[config.mk]
export PLATFORM = sky130hd
export DESIGN_NAME = dpc_front
export DESIGN_NICKNAME = d
export VERILOG_FILES = /design/src/rtl/dpc_pkg.sv /design/src/rtl/dpc_front.sv
export SDC_FILE = /design/constraint.sdc
export NUM_CORES = 1
export LEC_CHECK = 0
export ABC_CLOCK_PERIOD_IN_PS = 3400
export BUFFER_PORTS_ARGS = -buffer_cell sky130_fd_sc_hd__buf_2
export CELL_PAD_IN_SITES_DETAIL_PLACEMENT = 0
export CELL_PAD_IN_SITES_GLOBAL_PLACEMENT = 1
export CORE_ASPECT_RATIO = 1.2
export CORE_MARGIN = 8
export CORE_UTILIZATION = 45
export CTS_BUF_LIST = sky130_fd_sc_hd__clkbuf_8
export CTS_CLUSTER_SIZE = 12
export DETAILED_ROUTE_END_ITERATION = 12
export PLACE_DENSITY_LB_ADDON = 0.25
export SLEW_MARGIN = 20
export SYNTH_ARGS = -nofsm -noshare
export SYNTH_HDL_FRONTEND = slang
export SYNTH_SLANG_ARGS = --single-unit
export TNS_END_PERCENT = 30
[constraint.sdc]
create_clock -name clock -period 3.4 [get_ports clock]
set_input_delay 0.68 -clock clock [delete_from_list [all_inputs] [get_ports clock]]
set_output_delay 0.68 -clock clock [all_outputs]
set_load 0.01 [all_outputs]
[src/rtl/dpc_pkg.sv]
package dpc_pkg;

   localparam int MAX_POINTS = 1024;
   localparam int IDX_W      = $clog2(MAX_POINTS);
   localparam int CNT_W      = IDX_W + 1;
   localparam int COORD_W    = 16;
   localparam int DIFF_W     = COORD_W + 1;
   localparam int SQ_W       = 2 * DIFF_W;
   localparam int EPS_W      = 36;
   localparam int LBL_W      = IDX_W + 1;

   typedef enum logic [1:0] {
      ACT_CLEAR = 2'd0,
      ACT_LOAD  = 2'd1,
      ACT_RUN   = 2'd2,
      ACT_READ  = 2'd3
   } action_type;

   typedef enum logic {
      CSR_EPS_SQUARED = 1'b0,
      CSR_MIN_POINTS  = 1'b1
   } csr_index_type;

   typedef struct packed {
      action_type                 action;
      logic signed [COORD_W-1:0]  x_coord;
      logic signed [COORD_W-1:0]  y_coord;
      logic signed [COORD_W-1:0]  z_coord;
      logic [IDX_W-1:0]           point_index;
   } cmd_type;

   typedef enum logic [3:0] {
      ST_IDLE,
      ST_READ,
      ST_SWEEP,
      ST_SEED_ADDR,
      ST_SEED_CHK,
      ST_SC_ADDR,
      ST_SC_MUL,
      ST_SC_CMP,
      ST_SCAN_END,
      ST_POP,
      ST_POP_WAIT,
      ST_POP_CHK
   } state_type;

endpackage

[src/rtl/dpc_front.sv]
module dpc_front import dpc_pkg::*; (
   input  logic                       clock,
   input  logic                       reset,
   input  logic                       start,
   input  logic [1:0]                 req_action,
   input  logic signed [COORD_W-1:0]  req_x_coord,
   input  logic signed [COORD_W-1:0]  req_y_coord,
   input  logic signed [COORD_W-1:0]  req_z_coord,
   input  logic [IDX_W-1:0]           req_point_index,
   input  logic                       take,
   output logic                       busy,
   output logic                       cmd_valid,
   output cmd_type                    cmd
);

   cmd_type    q_ff [2];
   logic       wr_ptr_ff, wr_ptr_in;
   logic       rd_ptr_ff, rd_ptr_in;
   logic [1:0] count_ff, count_in;
   logic       accept;
   logic       pop;
   cmd_type    new_cmd;

   assign busy      = (count_ff == 2'd2);
   assign accept    = start && !busy;
   assign cmd_valid = (count_ff != 2'd0);
   assign pop       = take && cmd_valid;
   assign cmd       = q_ff[rd_ptr_ff];

   always_comb begin
      new_cmd.action      = action_type'(req_action);
      new_cmd.x_coord     = req_x_coord;
      new_cmd.y_coord     = req_y_coord;
      new_cmd.z_coord     = req_z_coord;
      new_cmd.point_index = req_point_index;
      wr_ptr_in = accept ? ~wr_ptr_ff : wr_ptr_ff;
      rd_ptr_in = pop ? ~rd_ptr_ff : rd_ptr_ff;
      count_in  = count_ff + {1'b0, accept} - {1'b0, pop};
   end

   always_ff @(posedge clock) begin
      if (accept) begin
         q_ff[wr_ptr_ff] <= new_cmd;
      end
   end

   always_ff @(posedge clock) begin
      if (reset) begin
         wr_ptr_ff <= 1'b0;
         rd_ptr_ff <= 1'b0;
         count_ff  <= 2'd0;
      end else begin
         wr_ptr_ff <= wr_ptr_in;
         rd_ptr_ff <= rd_ptr_in;
         count_ff  <= count_in;
      end
   end

endmodule

==> impl_metrics.ini, run 1 <==
[run_status]
outcome = finished clean

[logic_synthesis]
ys_seq_area_frac = 0.814
netlist_area_um2 = 4550
synth_flop_cell = edfxtp_1
synth_nets = 279
synth_cell_types = 19
synth.top_cell.area_share = 0.792
synth_edf_count = 120
ys_warn_count = 0
synth_top_cells_by_area = edfxtp_1, mux2_2, dfxtp_1
async_reset_ff_frac = 0
syn_area_per_cell_um2 = 21.4
ys_seq_elements = 125
synth_area_leader_cell = edfxtp_1
synthesis.instances = 213

[cts]
postCtsHoldBufs = 0
cts_tree = yes
cts_resized = 0
cts_sinks = 125
post_cts_buffers = 0
cts_buffer_depth = 2
cts-root-buf = clkbuf_8
cts_made_buffers = 17
cts_max_level = 4
path_clk_slew_ns = 0.07
clk_latency_ns = 0.41

[die]
die_h_um = 126
core_um2 = 9910
rows = 40
dieArea_um2 = 13600
start_util = 0.459
io_pins = 126
die_w_um = 108

[timing]
finalHoldViolCount = 0
worstMarginPinSlew_ns = 0.794
relSlewSlack = 0.471
period_minus_slack_ns = 2.65
setup_viol = 0
drv_slew = 0
clock_skew_ns = 0.00644
fmax_ghz = 0.377
fin_setup_tns_ns = 0
period_share = 0.780
rsz0062_at_grt = no

[routing]
totalWireLength_um = 8090
drt-wirelength-per-cell_um = 16.4
met1Wirelength_um = 3020
drt-vias-per-instance = 4.70
route.detailed.drc = 0
vias = 2311
first_pass_iters = 3
ant_nets = 0
met3WireLength_um = 594
highest_layer = met4
wl_met2_um = 4340
drt_first_iter_violations = 71

[placement]
post-place-cells = 460
dpl.hpwl_um = 5470
io_buffer_count = 125
gp_congestion = 0.668

[grt]
grt-ovfl-total = 0
antenna_found_initial = 0
grt_max_degree = 61
grt_use_total = 0.122
grt_pass1_wl_um = 12400
grt_pass1_vias = 2585

[worst_setup_path]
worst-path-buf-inv = 2
critPathMaxStageDelay_ns = 0.72
path_cells = buf_12, mux2_2, buf_2
worstPathMaxFanout = 37
ff2ff_setup_slack_ns = 1.36
start_kind = flip-flop
cp_top_family = flip-flops
critPathKind = reg -> out
crit_arrival_ns = 1.97
end_kind = output port
slowest_stage = dfxtp_2
cp.required_ns = 2.72

[run]
cap_viol_max_count = 0

[worst_hold_path]
hold_class = in -> reg

[cells_and_area]
diodes = 0
area_growth_pct = 26.1
nFillCells = 776
layout_commonest_cell = buf_2
num-nets-final = 419
layout_common_cells = buf_2, edfxtp_1, mux2_2
drive_gt1_frac = 0.609
stdcell_count = 492

[power]
p_leak_nw = 2.18
power_density_nw_per_um2 = 723
irDropWorstVdd_mv = 0.441
[worst paths after layout]
path	to	start	depth (start not counted)
setup reg to reg	q_ff[0][56]$_DFFE_PP_	count_ff[0]$_SDFF_PP0_	5
setup / recovery	cmd[32]	flip-flop	3
hold / removal	q_ff[0][18]$_DFFE_PP_	req_z_coord[8]	1
hold reg to reg	wr_ptr_ff$_SDFFE_PP0N_	wr_ptr_ff$_SDFFE_PP0N_	2
[area by class of cell]
cell class,instances,area [um^2],share of cell area
timing repair buffer,128,673,0.117
sequential,125,3700,0.646
multi-input combinational,77,795,0.139
clock buffer,17,234,0.0408
tap,126,158,0.0275
clock inverter,15,156,0.0273
inverter,4,15.0,0.00262
[flip-flops by register name (all words and copies together) (netlist names), named ones only]
register   count
rd_ptr_ff      1
q_ff         120
count_ff       2
wr_ptr_ff      1
[metal layers]
metal,track usage,vias up
met2,0.213,69
met5,0,-
met1,0.117,1114
li1,-,1115
met3,0.0546,13
met4,0.0597,0
[power breakdown]
| part | leakage, nW | internal, W | switching (W) | total (W) |
|---|---|---|---|---|
| Combinational | 0.816 | 0.000455 | 0.000462 | 0.000917 |
| Sequential | 1.16 | 0.00191 | 0.0000823 | 0.00200 |
| Clock | 0.197 | 0.000708 | 0.000528 | 0.00124 |
| Total | 2.18 | 0.00308 | 0.00107 | 0.00415 |
[per-stage QoR]
stage               setup slack, ns  instance area [um^2]  total power, W  hold WS [ns]   util
floorplan                     0.738                  4550         0.00259         0.451      -
global placement               1.03                  5350         0.00297         0.473  0.539
detailed placement             1.01                  5350         0.00298         0.490  0.539
CTS                           0.665                  5740         0.00423         0.419  0.579
global route                  0.624                  5740         0.00434         0.425  0.579
finish                        0.747                  5740         0.00415         0.454  0.579
[cell usage after synthesis (all sizes together) (2+ instances only)]
cell type / n
ha: 2
dfxtp: 5
mux2: 60
xnor2: 2
nor2: 3
inv: 4
buf: 7
edfxtp: 120
[cell families (layout without fill, tap and decap cells)]
kind of cell | Yosys count | count (layout) | share of synthesized area
simple gates | 9 | 9 | 0.0110
buf+inv | 11 | 164 | 0.0110
xor+xnor | 3 | 3 | 0.00578
mux | 60 | 60 | 0.149
flops | 125 | 125 | 0.814
fa+ha+maj | 2 | 2 | 0.00550
compound gates | 3 | 3 | 0.00385
Note: power is estimated with default switching activity, not from simulation.
==> run 2, diff against run 1 <==
--- a/config.mk
+++ b/config.mk
@@ -5,13 +5,13 @@
 export SDC_FILE = /design/constraint.sdc
 export NUM_CORES = 1
 export LEC_CHECK = 0
-export ABC_CLOCK_PERIOD_IN_PS = 3400
+export ABC_CLOCK_PERIOD_IN_PS = 2150
 export BUFFER_PORTS_ARGS = -buffer_cell sky130_fd_sc_hd__buf_2
 export CELL_PAD_IN_SITES_DETAIL_PLACEMENT = 0
 export CELL_PAD_IN_SITES_GLOBAL_PLACEMENT = 1
 export CORE_ASPECT_RATIO = 1.2
 export CORE_MARGIN = 8
-export CORE_UTILIZATION = 45
+export CORE_UTILIZATION = 41
 export CTS_BUF_LIST = sky130_fd_sc_hd__clkbuf_8
 export CTS_CLUSTER_SIZE = 12
 export DETAILED_ROUTE_END_ITERATION = 12
==> constraint.sdc (replaced) <==
create_clock -name clock -period 2.15 [get_ports clock]
set_input_delay 0.43 -clock clock [delete_from_list [all_inputs] [get_ports clock]]
set_output_delay 0.43 -clock clock [all_outputs]
set_load 0.01 [all_outputs]
==> impl_metrics.ini, run 2 (same netlist as run 1, synthesis figures left out) <==
[cells_and_area]
reg.largest.list = q_ff: 120 flops, count_ff: 2 flops
finalInstanceArea_um2 = 5700
top_register = q_ff
num-nets-final = 421
area_growth_pct = 25.3
layout_commonest_cell = buf_2
drive_gt1_frac = 0.599
diodes = 0
largest_reg_flops = 120
layout_common_cells = buf_2, edfxtp_1, mux2_2

[grt]
grt_use_total = 0.121
antenna_found_initial = 0
grt_max_degree = 61
grt_pass1_wl_um = 13700
grt-ovfl-total = 0
grt_pass1_vias = 2705

[timing]
drv_slew = 0
fmax_ghz = 0.500
worstMarginPinSlew_ns = 0.351
clock_skew_ns = 0.00790
finalHoldViolCount = 0
period_share = 0.929
rsz0062_at_grt = no
relSlewSlack = 0.766
setup_viol = 0
period_minus_slack_ns = 2.00
fin_setup_tns_ns = 0

[power]
irDropWorstVdd_mv = 0.549
p_leak_nw = 2.16
sequentialPowerShare = 0.498
swShare = 0.272
switchingPower_w = 0.00169
clkPwrFrac = 0.250
power_density_nw_per_um2 = 1090
pwr-share-comb = 0.251
p_int_w = 0.00452

[routing]
drt_first_iter_violations = 102
totalWireLength_um = 8350
first_pass_iters = 4
vias = 2325
drt-vias-per-instance = 4.66
route.detailed.drc = 0
drt-wirelength-per-cell_um = 16.7
ant_nets = 0

[die]
start_util = 0.416
core_um2 = 10900
rows = 42
die_w_um = 112
die_h_um = 131
dieArea_um2 = 14700
io_pins = 126

[worst_setup_path]
worstPathMaxFanout = 27
start_kind = flip-flop
end_kind = output port
critPathKind = reg -> out
cp.required_ns = 1.72
crit_arrival_ns = 1.57

[worst_hold_path]
hold_class = in -> reg

[placement]
gp_congestion = 0.698
dpl.hpwl_um = 5540
place_area_um2 = 5400
io_buffer_count = 125

[cts]
path_clk_slew_ns = 0.07
postCtsHoldBufs = 0
cts_tree = yes
cts_buffer_depth = 2
cts-root-buf = clkbuf_8
cts_made_buffers = 17
cts_resized = 1
clk_latency_ns = 0.41
cts_sinks = 125
post_cts_buffers = 0
cts_max_level = 4

[run]
cap_viol_max_count = 0

[run_status]
outcome = finished clean
## run 2: cell count changes in the layout (fill, tap and decap cells not counted), sizes merged
cell	previous run	this run
buf	128	130
bufinv	3	0
clkinv	6	11
clkinvlp	4	2
inv	6	5
## run 2: per-stage QoR
stage	hold WS, ns	std cells	util	total power (W)	setup slack (ns)
finish	0.201	499	0.521	0.00622	0.152
global route	0.155	499	0.521	0.00658	0.0408
CTS	0.165	499	0.521	0.00635	0.0821
detailed placement	0.505	468	0.494	0.00475	0.343
global placement	0.477	468	0.494	0.00474	0.362
floorplan	0.451	213	-	0.00410	0.167
## run 2: power groups by stage
stage	Clock [W]	Sequential (W)	Combinational (W)
after global routing	0.00173	0.00313	0.00172
after global placement	0	0.00314	0.00160
after detailed placement	0	0.00315	0.00160
final	0.00156	0.00310	0.00156
after CTS	0.00163	0.00310	0.00162
after floorplan	0	0.00313	0.000972
## run 2: worst paths after layout
kind	startpoint	to	cells past startpoint	slack, ns
worst min-delay path	req_x_coord[0]	q_ff[0][42]$_DFFE_PP_	1	0.20
worst max-delay path	flip-flop	cmd[20]	3	0.15
worst min register to register	wr_ptr_ff$_SDFFE_PP0N_	wr_ptr_ff$_SDFFE_PP0N_	2	0.51
worst max register to register	count_ff[0]$_SDFF_PP0_	q_ff[0][26]$_DFFE_PP_	5	0.40
## run 2: layout make-up
cell class / instances / area (um^2)
clock buffers: 17 / 234
clock inverters: 14 / 63.8
fillers: 937 / 5230
inverters: 4 / 18.8
multi-input cells: 77 / 795
flip-flops and latches: 125 / 3700
well taps: 132 / 165
repair buffers: 130 / 717
## run 2: layer usage
| metal | part of all wire | track usage | up-vias | wire [um] |
|---|---|---|---|---|
| met5 | 0 | 0 | - | 0 |
| li1 | - | - | 1114 | - |
| met1 | 0.40 | 0.129 | 1129 | 3370 |
| met2 | 0.52 | 0.202 | 76 | 4320 |
| met4 | 0.011 | 0.0518 | 0 | 93 |
| met3 | 0.068 | 0.0577 | 6 | 572 |
## run 2: worst max-delay path, cell delays in order (launching register included)
cell,delay (ns)
dfxtp_2,0.36
buf_6,0.26
mux2_2,0.38
buf_2,0.14
==> run 3, diff against run 2 <==
--- a/config.mk
+++ b/config.mk
@@ -6,7 +6,7 @@
 export NUM_CORES = 1
 export LEC_CHECK = 0
 export ABC_CLOCK_PERIOD_IN_PS = 2150
-export BUFFER_PORTS_ARGS = -buffer_cell sky130_fd_sc_hd__buf_2
+export BUFFER_PORTS_ARGS = -buffer_cell sky130_fd_sc_hd__buf_4
 export CELL_PAD_IN_SITES_DETAIL_PLACEMENT = 0
 export CELL_PAD_IN_SITES_GLOBAL_PLACEMENT = 1
 export CORE_ASPECT_RATIO = 1.2
==> impl_metrics.ini, run 3 (same netlist as run 1, synthesis figures left out) <==
[worst_setup_path]
worstPathMaxFanout = 27
cp_top_family = buffers and inverters
worst-path-buf-inv = 2
r2r_end = q_ff[0][51]$_DFFE_PP_
crit_arrival_ns = 1.58
start_kind = flip-flop
path_cells = buf_6, mux2_2, buf_4
worstReg2RegStart = count_ff[0]$_SDFF_PP0_
critPathMaxStageDelay_ns = 0.38
end_kind = output port
critPathKind = reg -> out
ff2ff_setup_slack_ns = 0.37
path_depth = 3
crit_end = cmd[20]
cp.required_ns = 1.72
slowest_stage = mux2_2
r2r_cells = 5

[cells_and_area]
layout_common_cells = buf_4, edfxtp_1, mux2_2
top_register = q_ff
drive_gt1_frac = 0.617
area_growth_pct = 35.6
num-nets-final = 421
largest_reg_flops = 120
nFillCells = 892
finalCoreUtilization = 0.564
diodes = 0
reg.largest.list = q_ff: 120 flops, count_ff: 2 flops
layout_commonest_cell = buf_4

[timing]
fmax_ghz = 0.496
fin_setup_tns_ns = 0
period_minus_slack_ns = 2.01
rsz0062_at_grt = no
drv_slew = 0
period_share = 0.937
setup_viol = 0
worstMarginPinSlew_ns = 0.349
relSlewSlack = 0.767
finalHoldViolCount = 0
clock_skew_ns = 0.00414

[placement]
dpl.hpwl_um = 5820
gp_congestion = 0.681
io_buffer_count = 125

[die]
dieArea_um2 = 14700
die_w_um = 112
core_um2 = 10900
start_util = 0.416
io_pins = 126
rows = 42
die_h_um = 131

[power]
power_density_nw_per_um2 = 1160
irDropWorstVdd_mv = 0.597
p_leak_nw = 2.33

[grt]
top_usage_layer = met2
grt_use_met2 = 0.209
met3_usage = 0.0637
antenna_found_initial = 0
grt_use_total = 0.123
grt_max_degree = 61
grt_pass1_wl_um = 13700
grt-ovfl-total = 0
grt_pass1_vias = 2716
use_met1 = 0.124

[routing]
drt-vias-per-instance = 4.76
totalWireLength_um = 8760
route.detailed.drc = 0
ant_nets = 0
drt-wirelength-per-cell_um = 17.5
drt_first_iter_violations = 94
first_pass_iters = 4
vias = 2379

[cts]
cts_buffer_depth = 2
postCtsHoldBufs = 0
cts_made_buffers = 17
cts_tree = yes
cts-root-buf = clkbuf_8
cts_sinks = 125
clk_latency_ns = 0.41
cts_max_level = 4
path_clk_slew_ns = 0.07

[run_status]
outcome = finished clean

[worst_hold_path]
hold_class = in -> reg

[run]
cap_viol_max_count = 0
==> run 3: changes by cell type in the layout (fill, tap and decap cells not counted), sizes merged <==
cell / before / now
clkinv: 11 / 8
inv: 5 / 4
bufinv: 0 / 5
==> run 3: area by class of cell <==
type | count | area [um^2] | share of cell area
sequential | 125 | 3700 | 0.601
timing repair buffer | 130 | 1030 | 0.167
multi-input combinational | 77 | 795 | 0.129
clock buffer | 17 | 234 | 0.0379
clock inverter | 15 | 220 | 0.0357
tap | 132 | 165 | 0.0268
inverter | 4 | 18.8 | 0.00304
==> run 3: metal layers <==
metal  share of wire  up-vias
met1            0.39     1170
met2            0.52       85
met5               0        -
li1                -     1114
met3           0.079       10
met4           0.013        0
==> run 3: worst min path at each step <==
stage	slack, ns	cells past startpoint	start	end
floorplan	0.45	2	wr_ptr_ff$_SDFFE_PP0N_	wr_ptr_ff$_SDFFE_PP0N_
global placement	0.47	2	wr_ptr_ff$_SDFFE_PP0N_	wr_ptr_ff$_SDFFE_PP0N_
detailed placement	0.49	2	wr_ptr_ff$_SDFFE_PP0N_	wr_ptr_ff$_SDFFE_PP0N_
CTS	0.16	1	req_y_coord[11]	q_ff[0][37]$_DFFE_PP_
global route	0.15	1	req_y_coord[15]	q_ff[0][41]$_DFFE_PP_
finish	0.20	1	req_x_coord[13]	q_ff[1][55]$_DFFE_PP_
==> run 3: what timing repair did <==
| action | CTS | global route |
|---|---|---|
| gates resized for setup | 0 | 1 |
| buffers inserted | 0 | 0 |
| setup endpoints to repair | 0 | 27 |
==> run 3: through the flow <==
step                      instance area [um^2]  cells  hold slack [ns]  worst slack [ns]  total power [W]
after global routing                      6170    500            0.149            0.0476          0.00752
after floorplan                           4550    213            0.451             0.167          0.00410
after CTS                                 6160    500            0.157            0.0102          0.00730
after detailed placement                  5710    468            0.489             0.324          0.00500
final                                     6170    500            0.198             0.135          0.00718
after global placement                    5710    468            0.468             0.335          0.00498
==> run 3: report_power, final <==
part           internal (W)  switching, W
Combinational      0.000968      0.000834
Clock               0.00138      0.000901
Sequential          0.00302     0.0000777
